`src/sv/lprf_pkg.sv`:
```
// ----------------------------------------------------------------------------
// lprf_pkg
// Shared widths and sequencer states of the least primitive root finder.
// ----------------------------------------------------------------------------
package lprf_pkg;

    localparam int MODULUS_BITS = 16;
    localparam int PROD_BITS    = 2 * MODULUS_BITS;
    localparam int MAX_PRIMES   = 8;
    localparam int PIDX_BITS    = $clog2(MAX_PRIMES);
    localparam int PCNT_BITS    = PIDX_BITS + 1;
    localparam int DCNT_BITS    = $clog2(PROD_BITS);

    typedef logic [MODULUS_BITS-1:0] word_t;
    typedef logic [PROD_BITS-1:0]    prod_t;

    typedef enum logic [4:0] {
        ST_IDLE,
        ST_F_CHECK,
        ST_F_WAIT,
        ST_F_END,
        ST_EXIST,
        ST_TOT_START,
        ST_TOT_WAIT,
        ST_G_TEST,
        ST_GCD_START,
        ST_GCD_WAIT,
        ST_Q_START,
        ST_Q_WAIT,
        ST_PW_LOOP,
        ST_PW_R,
        ST_PW_B,
        ST_DONE
    } state_t;

endpackage

```
`src/sv/lprf_divider.sv`:
```
// ----------------------------------------------------------------------------
// lprf_divider
// Restoring divider, one quotient bit per cycle, shared by every modulo
// and division step of the sequencer.
// ----------------------------------------------------------------------------
module lprf_divider (
    input  logic                 aclk,
    input  logic                 aresetn,
    input  logic                 start,
    input  lprf_pkg::prod_t      num,
    input  lprf_pkg::word_t      den,
    output logic                 done,
    output lprf_pkg::prod_t      quo,
    output lprf_pkg::word_t      rem
);
    import lprf_pkg::*;

    logic                     busy_reg;
    logic                     done_reg;
    logic [DCNT_BITS-1:0]     cnt_reg;
    prod_t                    q_reg;
    word_t                    r_reg;
    word_t                    den_reg;
    logic [MODULUS_BITS:0]    trial;
    logic [MODULUS_BITS:0]    diff;
    logic                     ge;

    assign trial = {r_reg, q_reg[PROD_BITS-1]};
    assign diff  = trial - {1'b0, den_reg};
    assign ge    = (trial >= {1'b0, den_reg});

    always_ff @(posedge aclk) begin
        if (!aresetn) begin
            busy_reg <= 1'b0;
            done_reg <= 1'b0;
            cnt_reg  <= '0;
        end else begin
            done_reg <= 1'b0;
            if (start) begin
                busy_reg <= 1'b1;
                cnt_reg  <= '0;
            end else if (busy_reg) begin
                cnt_reg <= cnt_reg + 1'b1;
                if (cnt_reg == DCNT_BITS'(PROD_BITS - 1)) begin
                    busy_reg <= 1'b0;
                    done_reg <= 1'b1;
                end
            end
        end
    end

    always_ff @(posedge aclk) begin
        if (start) begin
            q_reg   <= num;
            r_reg   <= '0;
            den_reg <= den;
        end else if (busy_reg) begin
            q_reg <= {q_reg[PROD_BITS-2:0], ge};
            r_reg <= ge ? diff[MODULUS_BITS-1:0] : trial[MODULUS_BITS-1:0];
        end
    end

    assign done = done_reg;
    assign quo  = q_reg;
    assign rem  = r_reg;

endmodule

```
`src/sv/least_primitive_root_finder_core.sv`:
```
// ----------------------------------------------------------------------------
// least_primitive_root_finder_core
// Finds the least primitive root of a 16-bit modulus with a small sequencer
// around one shared multiplier and one shared bit-serial divider.
// ----------------------------------------------------------------------------
// Sequencing: a modulus below 3 goes straight from idle to the done state, which
// registers the result beat once the output register is free; otherwise run time is
// data dependent, each division or modulo taking a full pass of the shared divider.
// Throughput: one beat at a time; s_tready is high only while idle.
// Reset: synchronous active-low aresetn returns to idle with no result held.
module least_primitive_root_finder_core (
    input  logic        aclk,
    input  logic        aresetn,
    input  logic        s_tvalid,
    output logic        s_tready,
    input  logic [15:0] s_tdata,   // [15:0] modulus
    output logic        m_tvalid,
    input  logic        m_tready,
    output logic [15:0] m_tdata,   // [15:0] root
    output logic [0:0]  m_tuser    // [0] root_exists
);
    import lprf_pkg::*;

    state_t                 state_reg, state_next;
    word_t                  n_reg, n_next;
    word_t                  m_reg, m_next;
    word_t                  d_reg, d_next;
    word_t                  last_reg, last_next;
    logic [PCNT_BITS-1:0]   cnt_reg, cnt_next;
    logic [PCNT_BITS-1:0]   ncnt_reg, ncnt_next;
    logic [PCNT_BITS-1:0]   idx_reg, idx_next;
    logic                   fmode_reg, fmode_next;
    word_t                  tot_reg, tot_next;
    word_t                  g_reg, g_next;
    word_t                  a_reg, a_next;
    word_t                  b_reg, b_next;
    word_t                  e_reg, e_next;
    word_t                  r_reg, r_next;
    word_t                  root_reg, root_next;
    logic                   exists_reg, exists_next;
    logic                   out_valid_reg, out_valid_next;
    word_t                  out_root_reg, out_root_next;
    logic                   out_exists_reg, out_exists_next;
    word_t                  prm_reg [MAX_PRIMES];

    logic                   prm_we;
    word_t                  prm_wd;
    word_t                  prm_cur;
    word_t                  mul_a, mul_b;
    prod_t                  prod;
    logic                   div_start;
    prod_t                  div_num;
    word_t                  div_den;
    logic                   div_done;
    prod_t                  div_quo;
    word_t                  div_rem;

    lprf_divider u_div (
        .aclk    (aclk),
        .aresetn (aresetn),
        .start   (div_start),
        .num     (div_num),
        .den     (div_den),
        .done    (div_done),
        .quo     (div_quo),
        .rem     (div_rem)
    );

    assign prm_cur = prm_reg[idx_reg[PIDX_BITS-1:0]];
    assign prod    = PROD_BITS'(mul_a) * PROD_BITS'(mul_b);

    always_ff @(posedge aclk) begin
        if (!aresetn) begin
            state_reg     <= ST_IDLE;
            out_valid_reg <= 1'b0;
        end else begin
            state_reg     <= state_next;
            out_valid_reg <= out_valid_next;
        end
    end

    always_ff @(posedge aclk) begin
        n_reg          <= n_next;
        m_reg          <= m_next;
        d_reg          <= d_next;
        last_reg       <= last_next;
        cnt_reg        <= cnt_next;
        ncnt_reg       <= ncnt_next;
        idx_reg        <= idx_next;
        fmode_reg      <= fmode_next;
        tot_reg        <= tot_next;
        g_reg          <= g_next;
        a_reg          <= a_next;
        b_reg          <= b_next;
        e_reg          <= e_next;
        r_reg          <= r_next;
        root_reg       <= root_next;
        exists_reg     <= exists_next;
        out_root_reg   <= out_root_next;
        out_exists_reg <= out_exists_next;
        if (prm_we && cnt_reg < PCNT_BITS'(MAX_PRIMES)) begin
            prm_reg[cnt_reg[PIDX_BITS-1:0]] <= prm_wd;
        end
    end

    always_comb begin
        state_next      = state_reg;
        n_next          = n_reg;
        m_next          = m_reg;
        d_next          = d_reg;
        last_next       = last_reg;
        cnt_next        = cnt_reg;
        ncnt_next       = ncnt_reg;
        idx_next        = idx_reg;
        fmode_next      = fmode_reg;
        tot_next        = tot_reg;
        g_next          = g_reg;
        a_next          = a_reg;
        b_next          = b_reg;
        e_next          = e_reg;
        r_next          = r_reg;
        root_next       = root_reg;
        exists_next     = exists_reg;
        out_valid_next  = out_valid_reg;
        out_root_next   = out_root_reg;
        out_exists_next = out_exists_reg;
        prm_we          = 1'b0;
        prm_wd          = d_reg;
        mul_a           = d_reg;
        mul_b           = d_reg;
        div_start       = 1'b0;
        div_num         = PROD_BITS'(m_reg);
        div_den         = d_reg;

        if (out_valid_reg && m_tready) begin
            out_valid_next = 1'b0;
        end

        unique case (state_reg)
            ST_IDLE: begin
                if (s_tvalid) begin
                    n_next      = s_tdata[MODULUS_BITS-1:0];
                    m_next      = s_tdata[MODULUS_BITS-1:0];
                    d_next      = MODULUS_BITS'(2);
                    last_next   = '0;
                    cnt_next    = '0;
                    fmode_next  = 1'b0;
                    root_next   = '0;
                    exists_next = (s_tdata[MODULUS_BITS-1:0] != '0);
                    if (s_tdata[MODULUS_BITS-1:0] < MODULUS_BITS'(3)) begin
                        state_next = ST_DONE;
                    end else begin
                        state_next = ST_F_CHECK;
                    end
                end
            end
            // Trial division: test d while d squared does not exceed m.
            ST_F_CHECK: begin
                if (prod <= PROD_BITS'(m_reg)) begin
                    div_start  = 1'b1;
                    state_next = ST_F_WAIT;
                end else begin
                    state_next = ST_F_END;
                end
            end
            ST_F_WAIT: begin
                if (div_done) begin
                    if (div_rem == '0) begin
                        if (d_reg != last_reg) begin
                            prm_we   = 1'b1;
                            cnt_next = (cnt_reg < PCNT_BITS'(MAX_PRIMES)) ?
                                       cnt_reg + 1'b1 : cnt_reg;
                        end
                        last_next = d_reg;
                        m_next    = div_quo[MODULUS_BITS-1:0];
                    end else begin
                        d_next = d_reg + 1'b1;
                    end
                    state_next = ST_F_CHECK;
                end
            end
            // What is left above one is a prime factor, unless it is the
            // factor just divided out.
            ST_F_END: begin
                prm_wd = m_reg;
                if (m_reg > MODULUS_BITS'(1) && m_reg != last_reg) begin
                    prm_we   = 1'b1;
                    cnt_next = (cnt_reg < PCNT_BITS'(MAX_PRIMES)) ?
                               cnt_reg + 1'b1 : cnt_reg;
                end
                if (fmode_reg) begin
                    g_next     = MODULUS_BITS'(2);
                    state_next = ST_G_TEST;
                end else begin
                    state_next = ST_EXIST;
                end
            end
            ST_EXIST: begin
                if (cnt_reg > PCNT_BITS'(2) || n_reg[2:0] == 3'b000 ||
                    (cnt_reg == PCNT_BITS'(2) &&
                     (prm_reg[0] != MODULUS_BITS'(2) || n_reg[1:0] == 2'b00))) begin
                    exists_next = 1'b0;
                    state_next  = ST_DONE;
                end else begin
                    ncnt_next  = cnt_reg;
                    tot_next   = n_reg;
                    idx_next   = '0;
                    state_next = ST_TOT_START;
                end
            end
            ST_TOT_START: begin
                div_num = PROD_BITS'(tot_reg);
                div_den = prm_cur;
                if (idx_reg == ncnt_reg) begin
                    fmode_next = 1'b1;
                    m_next     = tot_reg;
                    d_next     = MODULUS_BITS'(2);
                    last_next  = '0;
                    cnt_next   = '0;
                    state_next = ST_F_CHECK;
                end else begin
                    div_start  = 1'b1;
                    state_next = ST_TOT_WAIT;
                end
            end
            ST_TOT_WAIT: begin
                mul_a = div_quo[MODULUS_BITS-1:0];
                mul_b = prm_cur - 1'b1;
                if (div_done) begin
                    tot_next   = prod[MODULUS_BITS-1:0];
                    idx_next   = idx_reg + 1'b1;
                    state_next = ST_TOT_START;
                end
            end
            ST_G_TEST: begin
                if (g_reg >= n_reg) begin
                    state_next = ST_DONE;
                end else begin
                    a_next     = n_reg;
                    b_next     = g_reg;
                    state_next = ST_GCD_START;
                end
            end
            ST_GCD_START: begin
                div_num = PROD_BITS'(a_reg);
                div_den = b_reg;
                if (b_reg == '0) begin
                    if (a_reg == MODULUS_BITS'(1)) begin
                        idx_next   = '0;
                        state_next = ST_Q_START;
                    end else begin
                        g_next     = g_reg + 1'b1;
                        state_next = ST_G_TEST;
                    end
                end else begin
                    div_start  = 1'b1;
                    state_next = ST_GCD_WAIT;
                end
            end
            ST_GCD_WAIT: begin
                if (div_done) begin
                    a_next     = b_reg;
                    b_next     = div_rem;
                    state_next = ST_GCD_START;
                end
            end
            ST_Q_START: begin
                div_num = PROD_BITS'(tot_reg);
                div_den = prm_cur;
                if (idx_reg == cnt_reg) begin
                    root_next  = g_reg;
                    state_next = ST_DONE;
                end else begin
                    div_start  = 1'b1;
                    state_next = ST_Q_WAIT;
                end
            end
            ST_Q_WAIT: begin
                if (div_done) begin
                    e_next     = div_quo[MODULUS_BITS-1:0];
                    r_next     = MODULUS_BITS'(1);
                    b_next     = g_reg;
                    state_next = ST_PW_LOOP;
                end
            end
            // Square and multiply, exponent bits taken from the bottom.
            ST_PW_LOOP: begin
                div_den = n_reg;
                mul_a   = b_reg;
                mul_b   = e_reg[0] ? r_reg : b_reg;
                div_num = prod;
                if (e_reg == '0) begin
                    if (r_reg == MODULUS_BITS'(1)) begin
                        g_next     = g_reg + 1'b1;
                        state_next = ST_G_TEST;
                    end else begin
                        idx_next   = idx_reg + 1'b1;
                        state_next = ST_Q_START;
                    end
                end else begin
                    div_start  = 1'b1;
                    state_next = e_reg[0] ? ST_PW_R : ST_PW_B;
                end
            end
            ST_PW_R: begin
                div_den = n_reg;
                mul_a   = b_reg;
                mul_b   = b_reg;
                div_num = prod;
                if (div_done) begin
                    r_next     = div_rem;
                    div_start  = 1'b1;
                    state_next = ST_PW_B;
                end
            end
            ST_PW_B: begin
                if (div_done) begin
                    b_next     = div_rem;
                    e_next     = e_reg >> 1;
                    state_next = ST_PW_LOOP;
                end
            end
            ST_DONE: begin
                if (!out_valid_reg || m_tready) begin
                    out_valid_next  = 1'b1;
                    out_root_next   = root_reg;
                    out_exists_next = exists_reg;
                    state_next      = ST_IDLE;
                end
            end
            default: begin
                state_next = ST_IDLE;
            end
        endcase
    end

    assign s_tready = (state_reg == ST_IDLE);
    assign m_tvalid = out_valid_reg;
    assign m_tdata  = out_root_reg;
    assign m_tuser  = out_exists_reg;

endmodule

```
`config.mk`:
```
export PLATFORM = sky130hd
export DESIGN_NAME = least_primitive_root_finder_core
export DESIGN_NICKNAME = d
export VERILOG_FILES = /design/src/sv/lprf_pkg.sv /design/src/sv/lprf_divider.sv /design/src/sv/least_primitive_root_finder_core.sv
export SDC_FILE = /design/constraint.sdc
export NUM_CORES = 1
export LEC_CHECK = 0
export ABC_CLOCK_PERIOD_IN_PS = 13850
export BUFFER_PORTS_ARGS = -buffer_cell sky130_fd_sc_hd__clkbuf_2
export CORE_UTILIZATION = 40
export CTS_CLUSTER_SIZE = 24
export DETAILED_ROUTE_END_ITERATION = 8
export GPL_TIMING_DRIVEN = 0
export PLACE_DENSITY = 0.62
export SLEW_MARGIN = 20
export SYNTH_ARGS = -nofsm -noshare
export SYNTH_HDL_FRONTEND = slang
export SYNTH_HIERARCHICAL = 1
export SYNTH_SLANG_ARGS = --single-unit
```
`constraint.sdc`:
```
create_clock -name aclk -period 13.85 [get_ports aclk]
set_input_delay 2.77 -clock aclk [delete_from_list [all_inputs] [get_ports aclk]]
set_output_delay 2.77 -clock aclk [all_outputs]
set_load 0.02 [all_outputs]
```
# After elaboration in Yosys (flattened, before gate mapping)
# Memory sizes are Yosys's and may differ from the RTL's. A register that Yosys moved wholly into a read port is not among the register bits.
# Cells that the tools add are included.
# word_totals
wordCells,257
out_inout_bits,19
latchBits,0
mem_count,1
romBits,0
mem_bits_rw,128
register_bits,284
# mem_list
name,depth,word_bits,rd,rd_ports_with_merged_regs,write_ports,line_no,rtl
prm_reg,8,16,2,1,1,least_primitive_root_finder_core.sv:44,word_t prm_reg [MAX_PRIMES];
# op_classes
n_reduce_logical,52
eq_ne,50
bitwise_logic,3
shift,0
muxes,110
n_addsub,7
order_cmp,7
multipliers,1
n_div,0
# ops
op,count
two-way mux 16 bit,31
one-hot mux 16 bit (3 select lines),7
one-hot mux 16 bit (2 select lines),6
one-hot mux 32 bit (3 select lines),1
one-hot mux 5 bit (15 select lines),1
two-way mux 4 bit,17
two-way mux 32 bit,2
logical NOT 16 bit,3
two-way mux 5 bit,9
"equality test 5 x 4 -> 1 bit, second input constant",8
"inequality test 2 bit, second input constant",18
"adder 16 x 1 -> 16 bit, second input constant",2
"equality test 16 x 1 -> 1 bit, second input constant",2
less-or-equal comparator 32 x 16 -> 1 bit,1
multiplier 16 x 16 -> 32 bit,1
inequality test 16 bit,2
one-hot mux 4 bit (4 select lines),2
two-way mux 1 bit,24
AND reduction 3 bit,7
AND reduction 7 bit,3
"equality test 5 x 3 -> 1 bit, second input constant",4
>= comparator 17 x 16 -> 1 bit,1
>= comparator 16 bit,1
"greater-than comparator 16 x 1 -> 1 bit, second input constant",1
35 further kinds,76

# Longest topological paths before layout
# depth
ltp_word,8
depth_mapped,47

# By module
# Netlist, hierarchy kept.
# by_module_without_submodules
mod,seq_area_each_um2,cells_each,area_each_um2,n_inst
least_primitive_root_finder_core,10219.8,2458,26133.8,1
lprf_divider,1901.8,327,3768.6,1

# Least setup slack after synthesis
# OpenSTA, ideal clock, no wires.
# synth_timing
path_type,reg-to-reg
from,register (tool-made name)
to,"register u_div.q_reg[0], in the netlist u_div/quo[0] (enable)"
path_slack_ns,3.672
arrival_ns,9.792
stages_incl_launch_ff,41
t_required_ns,13.463
cell_sequence,dfxtp_1 > buf_6 > buf_6 > mux4_1 > mux2i_2 > ha_1 > nand3_1 > nor2_1 > xnor2_1 > a21oi_2 > nor2_1 > clkbuf_1 > nand2_1 > fa_1 > inv_1 > fa_1 > fa_1 > inv_1 > (+5 left out) > o211ai_1 > nor2_1 > o21ai_0 > nand2_1 > a21o_1 > a21oi_1 > xor2_1 > inv_1 > ha_1 > nand4_1 > o41ai_1 > and4_1 > nand4_1 > nor4_1 > a21o_1 > clkbuf_8 > nor2_2 > inv_1
# synth_rtl
element,line_no,rtl
to (signal assigned),lprf_divider.sv:54,q_reg <= num;
to (signal assigned),lprf_divider.sv:58,"q_reg <= {q_reg[PROD_BITS-2:0], ge};"
to (decl),lprf_divider.sv:21,prod_t q_reg;

# Worst setup path after layout
# layout_timing
from,register state_reg[1]
to,"register u_div.q_reg[30], in the netlist u_div/quo[30], data pin"
# layout_between
elab_chain_cells,8
# layout_lines
element,line_no,rtl
from (decl),least_primitive_root_finder_core.sv:24,"state_t state_reg, state_next;"
from (signal assigned),least_primitive_root_finder_core.sv:77,state_reg <= state_next;
equality test 5 x 4 -> 1 bit,least_primitive_root_finder_core.sv:139,unique case (state_reg)
OR reduction 2 bit (no line),--,
one-hot mux 16 bit (2 select lines),least_primitive_root_finder_core.sv:139,
multiplier 16 x 16 -> 32 bit,least_primitive_root_finder_core.sv:70,assign prod = PROD_BITS'(mul_a) * PROD_BITS'(mul_b);
less-or-equal comparator 32 x 16 -> 1 bit,least_primitive_root_finder_core.sv:159,if (prod <= PROD_BITS'(m_reg)) begin
two-way mux 1 bit,least_primitive_root_finder_core.sv:159,
one-hot mux 1 bit (6 select lines) (*),least_primitive_root_finder_core.sv:139,
net div_start,least_primitive_root_finder_core.sv:51,logic div_start;
two-way mux 32 bit (*),lprf_divider.sv:53,if (start) begin
# The timed path passes the listed nets; every way through them passes the cells marked *.
# A chain may end at the register's enable or synchronous reset.

==> reports/metrics.csv <==
stage,metric,value,unit
run_status,status,"complete, no violations",
critical_path,CP most frequent cell,fa_1,
run,Max Cap Viol,0,
final_layout,area of the multi-input gates,16200,um2
global_route,GRT Residual Overflow,0,
routing,vias per inst,5.96,
critical_path,"Req. time, crit path",14.16,ns
timing,Pins Over Slew Limit,0,
synth,Synth Area per Inst,10.7,um2
synth,XOR/XNOR Fraction of Synth Area,3.54,%
final_layout,max FFs per register,128,
global_route,initial antenna violation count,6,
die,Row Count,99,
clock_tree,# clock sinks,414,
timing,Clock Skew,0.0446,ns
critical_path,Crit path max-delay family,adder cells,
synth,Synth Area in Compound Gates,10.0,%
critical_path,Worst setup SP type,register,
global_route,GRT Overall Usage,26.8,%
synth,mux cell area share after synthesis,6.24,%
critical_path,Critical Path AT,13.77,ns
die,core area,73500,um2
synth,Synth Area in Adders,19.7,%
placed_design,GPL Wtd Cong,0.999,
timing,final period demand of the worst path,13.46,ns
routing,WL/cell,25.8,um
placed_design,Port Buffers,38,
critical_path,Worst Setup End Kind,register,
synth,Synth Instances,2785,
clock_tree,CTS tree,built,
synth,main combinational cell family by area after synthesis,adder cells,
clock_tree,htree depth,2,
clock_tree,Root Buffer,clkbuf_16,
global_route,largest net degree at the start of global routing,24,
die,io pins,39,
timing,Final Cycle Share,97.2,%
clock_tree,"Clk Latency, worst-skew pair",0.60,ns
synth,Cell variety after synth,95,
synth,"FF+latch count, synth",414,
routing,Post-DRT Antenna Nets,0,
routing,final wirelength,101,mm
timing,Max Fclk,74.3,MHz
synth,Synth top cells by count,"383 x edfxtp_1, 312 x nand2_1, 304 x inv_1, 231 x nor2_1, 195 x fa_1",
routing,DRC Markers,0,
synth,simple logic cell fraction of the synthesized area,13.9,%
clock_tree,clock slew at reported path FFs,0.06,ns
synth,Async SR Flop Fraction,0,%
final_layout,layout cell share with drive strength beyond 1,11.6,%
routing,drt first pass iters,9,
final_layout,Layout area overhead,10.5,%
synth,top-area cell type share of the netlist area,38.5,%
synth,Yosys warnings,6,
clock_tree,Max clock buf depth,3,
clock_tree,hold-fix buffers at CTS,0,
timing,setup violators final,0,
final_layout,Seq. cell area,12100,um2
worst_hold_path,Hold Crit Class,register to register,
final_layout,Nets,3269,
die,Initial Util,40.7,%
timing,Least-Margin Pin Slew,1.08,ns
timing,Hold Fails Final Rpt,0,
synth,post-synth net total,3160,
routing,via count,23195,
routing,DRT iter0 DRCs,2948,
critical_path,CP max FO,17,
clock_tree,CTS Buf Count,44,
critical_path,"Worst Path Class, Setup",register to register,
global_route,first-pass GRT wire length,149,mm
synth,"Top FF cell, synth",edfxtp_1,
die,Die Width,275,um
die,Die H,275,um
synth,top post-synthesis cells by area,"edfxtp_1 38%, fa_1 13%, ha_1 6.7%",
synth,"area leader, netlist",edfxtp_1,
placed_design,Detail Placement HPWL,78.2,mm
synth,Synth Cell Area,29900,um2
die,DIE AREA,75900,um2
final_layout,Layout Utilization,45.0,%
global_route,number of global-route vias before repair,23175,
final_layout,Filler Cell Count,6957,
synth,Post-synth EDFFs,383,
synth,most frequent cell after synthesis,edfxtp_1,
critical_path,CP Buf/Inv Count,11,
timing,Max-slew headroom,27.0,%
critical_path,"slowest stage delay, CP",0.58,ns
timing,RSZ-0062 raised after global routing,no,
critical_path,CP max-delay cell,o41ai_2,
synth,post-synthesis sequential area ratio,40.5,%
## metrics by stage
| stage | cells | hold slack (ns) | setup TNS (ns) | area [um2] | setup slack, ns |
|---|---|---|---|---|---|
| after CTS | 3887 | 0.419 | 0 | 33000 | 0.132 |
| after global placement | 3782 | 0.406 | -78.98 | 31300 | -1.30 |
| after detailed placement | 3805 | 0.405 | -32.32 | 31600 | -0.812 |
| after floorplan | 2785 | 0.400 | 0 | 29900 | 3.67 |
| after global routing | 3890 | 0.424 | 0 | 33000 | 0.116 |
| final | 3891 | 0.419 | 0 | 33000 | 0.391 |
## cell families (layout without fill, tap and decap cells)
family                   after synthesis  count (layout)
AND/OR/NAND/NOR                      885             885
XOR/XNOR                             119             119
adder cells (fa/ha/maj)              355             355
buffers and inverters                442             587
AO/OA/AOI/OAI                        438             438
multiplexers                         132             132
flip-flops                           414             414
other                                  0               2
## final cells by class
class / count / area share (%)
diodes: 2 / 0.0151
plain buffers: 135 / 1.92
clock buffers: 63 / 3.64
clock inverters: 19 / 0.413
inverters: 307 / 3.49
multi-input cells: 1929 / 48.9
flip-flops and latches: 414 / 36.7
well taps: 959 / 3.63
repair buffers: 63 / 1.32
## path summary, 6_finish.rpt
check             depth (start not counted)  slack [ns]          from       endpoint
setup reg to reg                         38        0.39  state_reg[1]  u_div/quo[30]
hold / removal                            0        0.42   root_reg[9]     m_tdata[9]
setup / recovery                         38        0.39  state_reg[1]  u_div/quo[30]
hold reg to reg                           0        0.42   root_reg[9]     m_tdata[9]
## cells in the final DEF, fill, tap and decap left out, drive strengths merged, types with 6 or more instances in the layout
cell type,count
a211oi,6
a21o,23
a21oi,99
a221o,29
a221oi,31
a222oi,17
a22oi,23
a311oi,9
a31oi,8
and2,50
and3,45
buf,53
clkbuf,208
clkinv,21
dfxtp,31
edfxtp,383
fa,195
ha,160
inv,304
mux2,83
mux2i,17
mux4,32
nand2,314
nand2b,29
nand3,42
nand4,30
nor2,235
nor2b,11
nor3,37
nor4,42
o211ai,13
o21a,18
o21ai,119
or2,11
or3,15
xnor2,55
xor2,64
## timing repair
item | CTS | global route
resized for setup | 5 | 12
endpoints found under the setup margin | 81 | 53
buffers inserted | 0 | 0
gates cloned | 0 | 0
## metal layers
layer | GRT usage [%] | wire length (um)
met2 | 41.0 | 44200
met1 | 36.1 | 41100
met4 | 13.8 | 5860
met5 | 0 | 0
met3 | 5.11 | 9410
Power is left out: the tool's default activity adds up to more than one toggle a clock period on the data nets, which glitch-free logic cannot reach.
